[config.mk]
export PLATFORM = sky130hd
export DESIGN_NAME = psm_ctrl
export DESIGN_NICKNAME = d
export VERILOG_FILES = /design/src/psm_pkg.sv /design/src/psm_ctrl.sv
export VERILOG_INCLUDE_DIRS = /design/src /design/src/src
export SDC_FILE = /design/constraint.sdc
export NUM_CORES = 1
export LEC_CHECK = 0
export BUFFER_PORTS_ARGS = -buffer_cell sky130_fd_sc_hd__buf_2
export CORE_AREA = 2 2 39 41
export CTS_CLUSTER_SIZE = 28
export DETAILED_ROUTE_END_ITERATION = 7
export DIE_AREA = 0 0 41 43
export SYNTH_ARGS = -nofsm -noshare
export SYNTH_HDL_FRONTEND = slang
export SYNTH_SLANG_ARGS = --single-unit
[constraint.sdc]
create_clock -name clk -period 2.7 [get_ports clk]
set_input_delay 0.54 -clock clk [delete_from_list [all_inputs] [get_ports clk]]
set_output_delay 0.54 -clock clk [all_outputs]
set_load 0.02 [all_outputs]
[src/polyphonic_sample_mixer_core_assert.svh]
// Assertion macros shared by the sample mixer modules.
// Each macro expects signals named clk and rst in the module that uses it.
`ifndef POLYPHONIC_SAMPLE_MIXER_CORE_ASSERT_SVH
`define POLYPHONIC_SAMPLE_MIXER_CORE_ASSERT_SVH

// Same-cycle implication, disabled during reset.
`define PSM_ASSERT_IMPL(name, ante, cons, msg) \
  name: assert property (@(posedge clk) disable iff (rst) (ante) |-> (cons)) \
    else $error(msg);

// Next-cycle implication, disabled during reset.
`define PSM_ASSERT_NEXT(name, ante, cons, msg) \
  name: assert property (@(posedge clk) disable iff (rst) (ante) |=> (cons)) \
    else $error(msg);

`endif

[src/psm_pkg.sv]
// Shared constants, command codes and control structs of the sample mixer.
// Used by the controller, the datapath and the top level.
package psm_pkg;

  localparam int VOICES       = 8;
  localparam int SAMPLE_DEPTH = 65536;
  localparam int VIDX_W       = $clog2(VOICES);
  localparam int ADDR_W       = $clog2(SAMPLE_DEPTH);
  localparam int MEM_AW       = VIDX_W + ADDR_W;
  localparam int SAMPLE_W     = 16;
  localparam int LEN_W        = 17;
  localparam int GAIN_W       = 16;
  localparam int VCNT_W       = 4;
  localparam int CFG_W        = 16;
  localparam int CFG_IDX_W    = 2;
  localparam int OUT_W        = 21;
  localparam int SUM_W        = SAMPLE_W + VIDX_W;
  localparam int PROD_W       = SUM_W + GAIN_W + 1;
  localparam int FRAC_BITS    = 14;

  localparam logic [GAIN_W-1:0] MUTE_LIMIT   = GAIN_W'(1638);
  localparam logic [LEN_W-1:0]  MAX_LENGTH   = LEN_W'(65536);
  localparam logic [VCNT_W-1:0] VCNT_RESET   = VCNT_W'(8);
  localparam int                OUT_MAX      = 1048575;
  localparam int                OUT_MIN      = -1048576;

  // Item command codes.
  localparam logic [1:0] CMD_WRITE   = 2'd0;
  localparam logic [1:0] CMD_LENGTH  = 2'd1;
  localparam logic [1:0] CMD_TRIGGER = 2'd2;
  localparam logic [1:0] CMD_TICK    = 2'd3;

  // Configuration register indexes.
  localparam logic [CFG_IDX_W-1:0] REG_GAIN    = 2'd0;
  localparam logic [CFG_IDX_W-1:0] REG_ENABLED = 2'd1;
  localparam logic [CFG_IDX_W-1:0] REG_VCOUNT  = 2'd2;

  // Commands from the controller to the datapath.
  typedef struct packed {
    logic              exec_item;   // accepted word that is not a tick
    logic              tick_start;  // accepted tick word, clear the sum
    logic              scan;        // visit one voice
    logic [VIDX_W-1:0] voice_idx;   // voice visited during scan
    logic              mul_en;      // scale the finished sum
    logic              out_load;    // load the output register
  } psm_cmd_t;

  // Status from the datapath to the controller.
  typedef struct packed {
    logic is_tick;   // the word at the input is a tick
    logic out_free;  // the output register can take a word this cycle
  } psm_stat_t;

endpackage

[src/psm_ctrl.sv]
// Sequencer of the sample mixer: accepts words and steps a tick through
// the voice scan, the drain, the scaling and the output load. Uses psm_pkg.
`include "polyphonic_sample_mixer_core_assert.svh"

module psm_ctrl (
  input  logic               clk,
  input  logic               rst,
  input  logic               in_valid,
  output logic               in_stall,
  input  psm_pkg::psm_stat_t stat,
  output psm_pkg::psm_cmd_t  cmd_o
);
  import psm_pkg::*;

  localparam logic [2:0] ST_IDLE   = 3'd0;
  localparam logic [2:0] ST_SCAN   = 3'd1;
  localparam logic [2:0] ST_DRAIN  = 3'd2;
  localparam logic [2:0] ST_MULT   = 3'd3;
  localparam logic [2:0] ST_FINISH = 3'd4;

  localparam logic [VIDX_W-1:0] LAST_VOICE = VIDX_W'(VOICES - 1);

  logic [2:0]        state;
  logic [2:0]        state_next;
  logic [VIDX_W-1:0] k;
  logic [VIDX_W-1:0] k_next;

  // Next state and command decode.
  always_comb begin
    state_next = state;
    k_next     = k;
    cmd_o      = '0;
    cmd_o.voice_idx = k;
    in_stall   = (state != ST_IDLE);
    unique case (state)
      ST_IDLE: begin
        if (in_valid) begin
          if (stat.is_tick) begin
            cmd_o.tick_start = 1'b1;
            k_next           = '0;
            state_next       = ST_SCAN;
          end else begin
            cmd_o.exec_item = 1'b1;
          end
        end
      end
      ST_SCAN: begin
        cmd_o.scan = 1'b1;
        if (k == LAST_VOICE) begin
          state_next = ST_DRAIN;
        end else begin
          k_next = k + 1'b1;
        end
      end
      ST_DRAIN: begin
        state_next = ST_MULT;
      end
      ST_MULT: begin
        cmd_o.mul_en = 1'b1;
        state_next   = ST_FINISH;
      end
      ST_FINISH: begin
        if (stat.out_free) begin
          cmd_o.out_load = 1'b1;
          state_next     = ST_IDLE;
        end
      end
      default: begin
        state_next = ST_IDLE;
      end
    endcase
  end

  // State and voice counter.
  always_ff @(posedge clk) begin
    if (rst) begin
      state <= ST_IDLE;
      k     <= '0;
    end else begin
      state <= state_next;
      k     <= k_next;
    end
  end

  // A tick word starts the scan at the first voice.
  `PSM_ASSERT_NEXT(a_tick_start, (state == ST_IDLE && in_valid && stat.is_tick), (state == ST_SCAN && k == '0), "tick did not start the scan at voice zero")
  // The scan leaves only after the last voice.
  `PSM_ASSERT_NEXT(a_scan_exit, (state == ST_SCAN && k != LAST_VOICE), (state == ST_SCAN), "scan ended before the last voice")
  // Scaling is always followed by the output load step.
  `PSM_ASSERT_NEXT(a_mult_finish, (state == ST_MULT), (state == ST_FINISH), "scaling not followed by finish")

endmodule

==> results.py <==
metrics = {
    "finish": {
        "n_antenna_cell": 0,
        "area.growth.synth_to_final_pct": 22.2,
        "finish.cell_count_without_fillers": 74,
        "drive_above_1_share": 0.328,
        "final_net_count": 67,
    },
    "global_routing": {
        "overflow": 0,
        "global_route.usage.met2": 0.141,
        "grt.met1_usage": 0.157,
        "groute.usage.overall": 0.112,
        "grt_start_max_net_pins": 14,
        "grt_most_used_layer": "met1",
        "grt_pass1_wl_um": 1320,
        "grt_antenna_before_repair": 0,
        "grt_pass1_vias": 313,
        "grt_use_met3": 0.0314,
    },
    "pwr": {
        "power_uw": 230,
        "p_comb_frac": 0.194,
        "power_switching_share": 0.290,
        "internal_power_uw": 163,
        "power.sequential.fraction": 0.431,
        "switching_power_uw": 66.5,
        "pwr-share-clk": 0.374,
        "power.ir.vdd_worst_v": 0.000194,
        "power_per_standard_cell_area_nw_per_um2": 462,
        "power.leakage_uw": 0.000231,
    },
    "floorplanning": {
        "design.core.area_um2": 1380,
        "rows": 14,
        "die_height_um": 43,
        "design.portCount": 14,
        "initial_utilization": 0.294,
        "floorplan.die.width_um": 41,
        "die_area_um2": 1760,
    },
    "logic_synthesis": {
        "synth_area_leader_cell": "dfxtp_1",
        "dominantRegCellSynth": "dfxtp_1",
        "cell_area_synth_um2": 407,
        "synthMostInstantiatedCell": "dfxtp_1",
        "yosysWarningCount": 0,
        "synthDominantCellAreaShare": 0.295,
        "ys_top_cells_by_count": "dfxtp_1, nand2b_1, nor2_1",
        "synthesis.nets": 52,
        "ys_seq_elements": 6,
        "async_flop_share": 0,
        "synth_cell_type_count": 26,
        "synth_edf_count": 0,
        "synthesis.instances": 45,
        "synthesis.area_per_instance_um2": 9.04,
        "post_synth_main_area_contributors": "dfxtp_1, a2111oi_4, ha_1, nand2b_1, o2bb2ai_1",
        "ys_seq_area_frac": 0.295,
    },
    "critical_path": {
        "arrival_time_of_the_worst_setup_path_ns": 1.48,
        "regToRegSetupSlack_ns": 1.24,
        "critical_path_class": "reg2out",
        "crit_fanout": 11,
        "rr_startpoint": "k[0]$_SDFFE_PP0P_",
        "reg2reg_to": "state[0]$_SDFFE_PP0P_",
        "critPathCaptureType": "output pin",
        "cp_data_required_time_ns": 2.16,
        "sort_of_element_at_the_start_of_the_critical_path": "flip-flop",
        "r2r.worst_path.cells": 4,
    },
    "routing": {
        "vias_per_inst": 5.11,
        "wl_um": 814,
        "drt_pass1_iterations": 2,
        "drt.antenna.violating_nets": 0,
        "vias": 378,
        "wire_per_inst_um": 11.0,
        "drc": 0,
        "drt_iter0_markers": 8,
    },
    "placed_design": {
        "finalWeightedCongestion": 0.617,
        "placed_cells_incl_taps": 71,
        "portBuffers": 13,
    },
    "clocking": {
        "clk_pin_slew_ns": 0.05,
        "cts.htree.levels": 1,
        "cts-buffers-inserted": 3,
        "ctsResizeCount": 0,
        "clockBufferDepth": 2,
        "clock-root-buffer": "clkbuf_4",
        "clock-sinks": 6,
        "worstSkewPairLatency_ns": 0.25,
        "post_cts.repair.setup_buffers": 0,
        "tritoncts": "yes",
        "ctsHoldBuffers": 0,
    },
    "timing": {
        "clock.fmax_ghz": 0.496,
        "finalHoldViolCount": 0,
        "min_period_ns": 2.02,
        "tightestPinTransition_ns": 0.418,
        "final-max-slew-violation-count": 0,
        "finalCritPeriodShare": 0.747,
        "grt_setup_unrepaired": "false",
        "worst_slew_margin_rel": 0.721,
        "clock-skew-final_ns": 0.00200,
        "report.final.setup_viol": 0,
        "finalSetupTns_ns": 0,
    },
    "hold_path": {
        "hold_depth": 2,
        "holdCritStartpoint": "k[1]$_SDFFE_PP0P_",
        "worst_hold_path.endpoint": "k[1]$_SDFFE_PP0P_",
        "type_of_the_worst_min_delay_path": "reg2reg",
    },
    "status": {
        "outcome": "completed",
    },
    "flow_run": {
        "max_cap_viol_count": 0,
    },
}
logic make-up after synthesis:
family	Yosys count	share of synthesized area
AOI/OAI and AO/OA	11	0.240
adders and majority gates	2	0.0615
buffers and inverters	4	0.0523
DFF	6	0.295
and+or+nand+nor	22	0.351
worst max-delay path by stage:
stage	start	slack, ns	to	cells after the start
after detailed placement	state[2]$_SDFFE_PP0P_	0.96	cmd_o[7]	3
after global placement	state[2]$_SDFFE_PP0P_	0.98	cmd_o[7]	3
final	state[2]$_SDFFE_PP0P_	0.68	cmd_o[7]	3
after floorplan	state[1]$_SDFFE_PP0P_	0.91	cmd_o[7]	3
after global routing	state[2]$_SDFFE_PP0P_	0.59	cmd_o[7]	3
after CTS	state[2]$_SDFFE_PP0P_	0.69	cmd_o[7]	3
placed cells by master (no fill, tap or decap), types with 3 or more instances in the layout:
cell | Yosys | layout
dfxtp_1 | 6 | 6
clkbuf_4 | 0 | 3
buf_2 | 2 | 13
nor2_1 | 3 | 3
nand2b_1 | 4 | 4
state kept, by name, summed over array words and instances (netlist names):
signal and cells:
k 3, state 3
power by group through the flow:
stage          combinational, uW  clock, uW  sequential, uW
3_5_place_dp                45.2          0             101
6_report                    44.7       86.0            99.1
2_1_floorplan               33.8          0            98.6
5_1_grt                     50.8       95.5            99.7
4_1_cts                     45.4       87.9            99.0
3_3_place_gp                45.1          0             100
layout make-up:
cell class                      instances  area, um2
Fill cell                             150        887
Timing Repair Buffer                   13       65.1
Inverter                                1       3.75
Sequential cell                         6        120
Tap cell                               16       20.0
Clock buffer                            3       22.5
Multi-Input combinational cell         35        265
worst max-delay path, stage by stage, from the launching register on:
cell and delay [ns]:
dfxtp_1 0.42, or3_1 0.46, nor3b_2 0.16, buf_2 0.18
metal layers:
layer / vias to the layer above / share of wire
met3: 3 / 0.063
met1: 172 / 0.47
li1: 191 / -
met2: 12 / 0.44
met4: 0 / 0.027
met5: - / 0
metrics by stage:
stage / util / hold WS [ns] / worst slack (ns) / cell area, um2
6_report: 0.359 / 0.489 / 0.684 / 497
3_3_place_gp: 0.343 / 0.475 / 0.979 / 474
4_1_cts: 0.359 / 0.495 / 0.690 / 497
3_5_place_dp: 0.343 / 0.488 / 0.959 / 474
2_1_floorplan: - / 0.555 / 0.907 / 407
5_1_grt: 0.359 / 0.542 / 0.588 / 497
No activity file was read; power rests on OpenSTA's default activity.
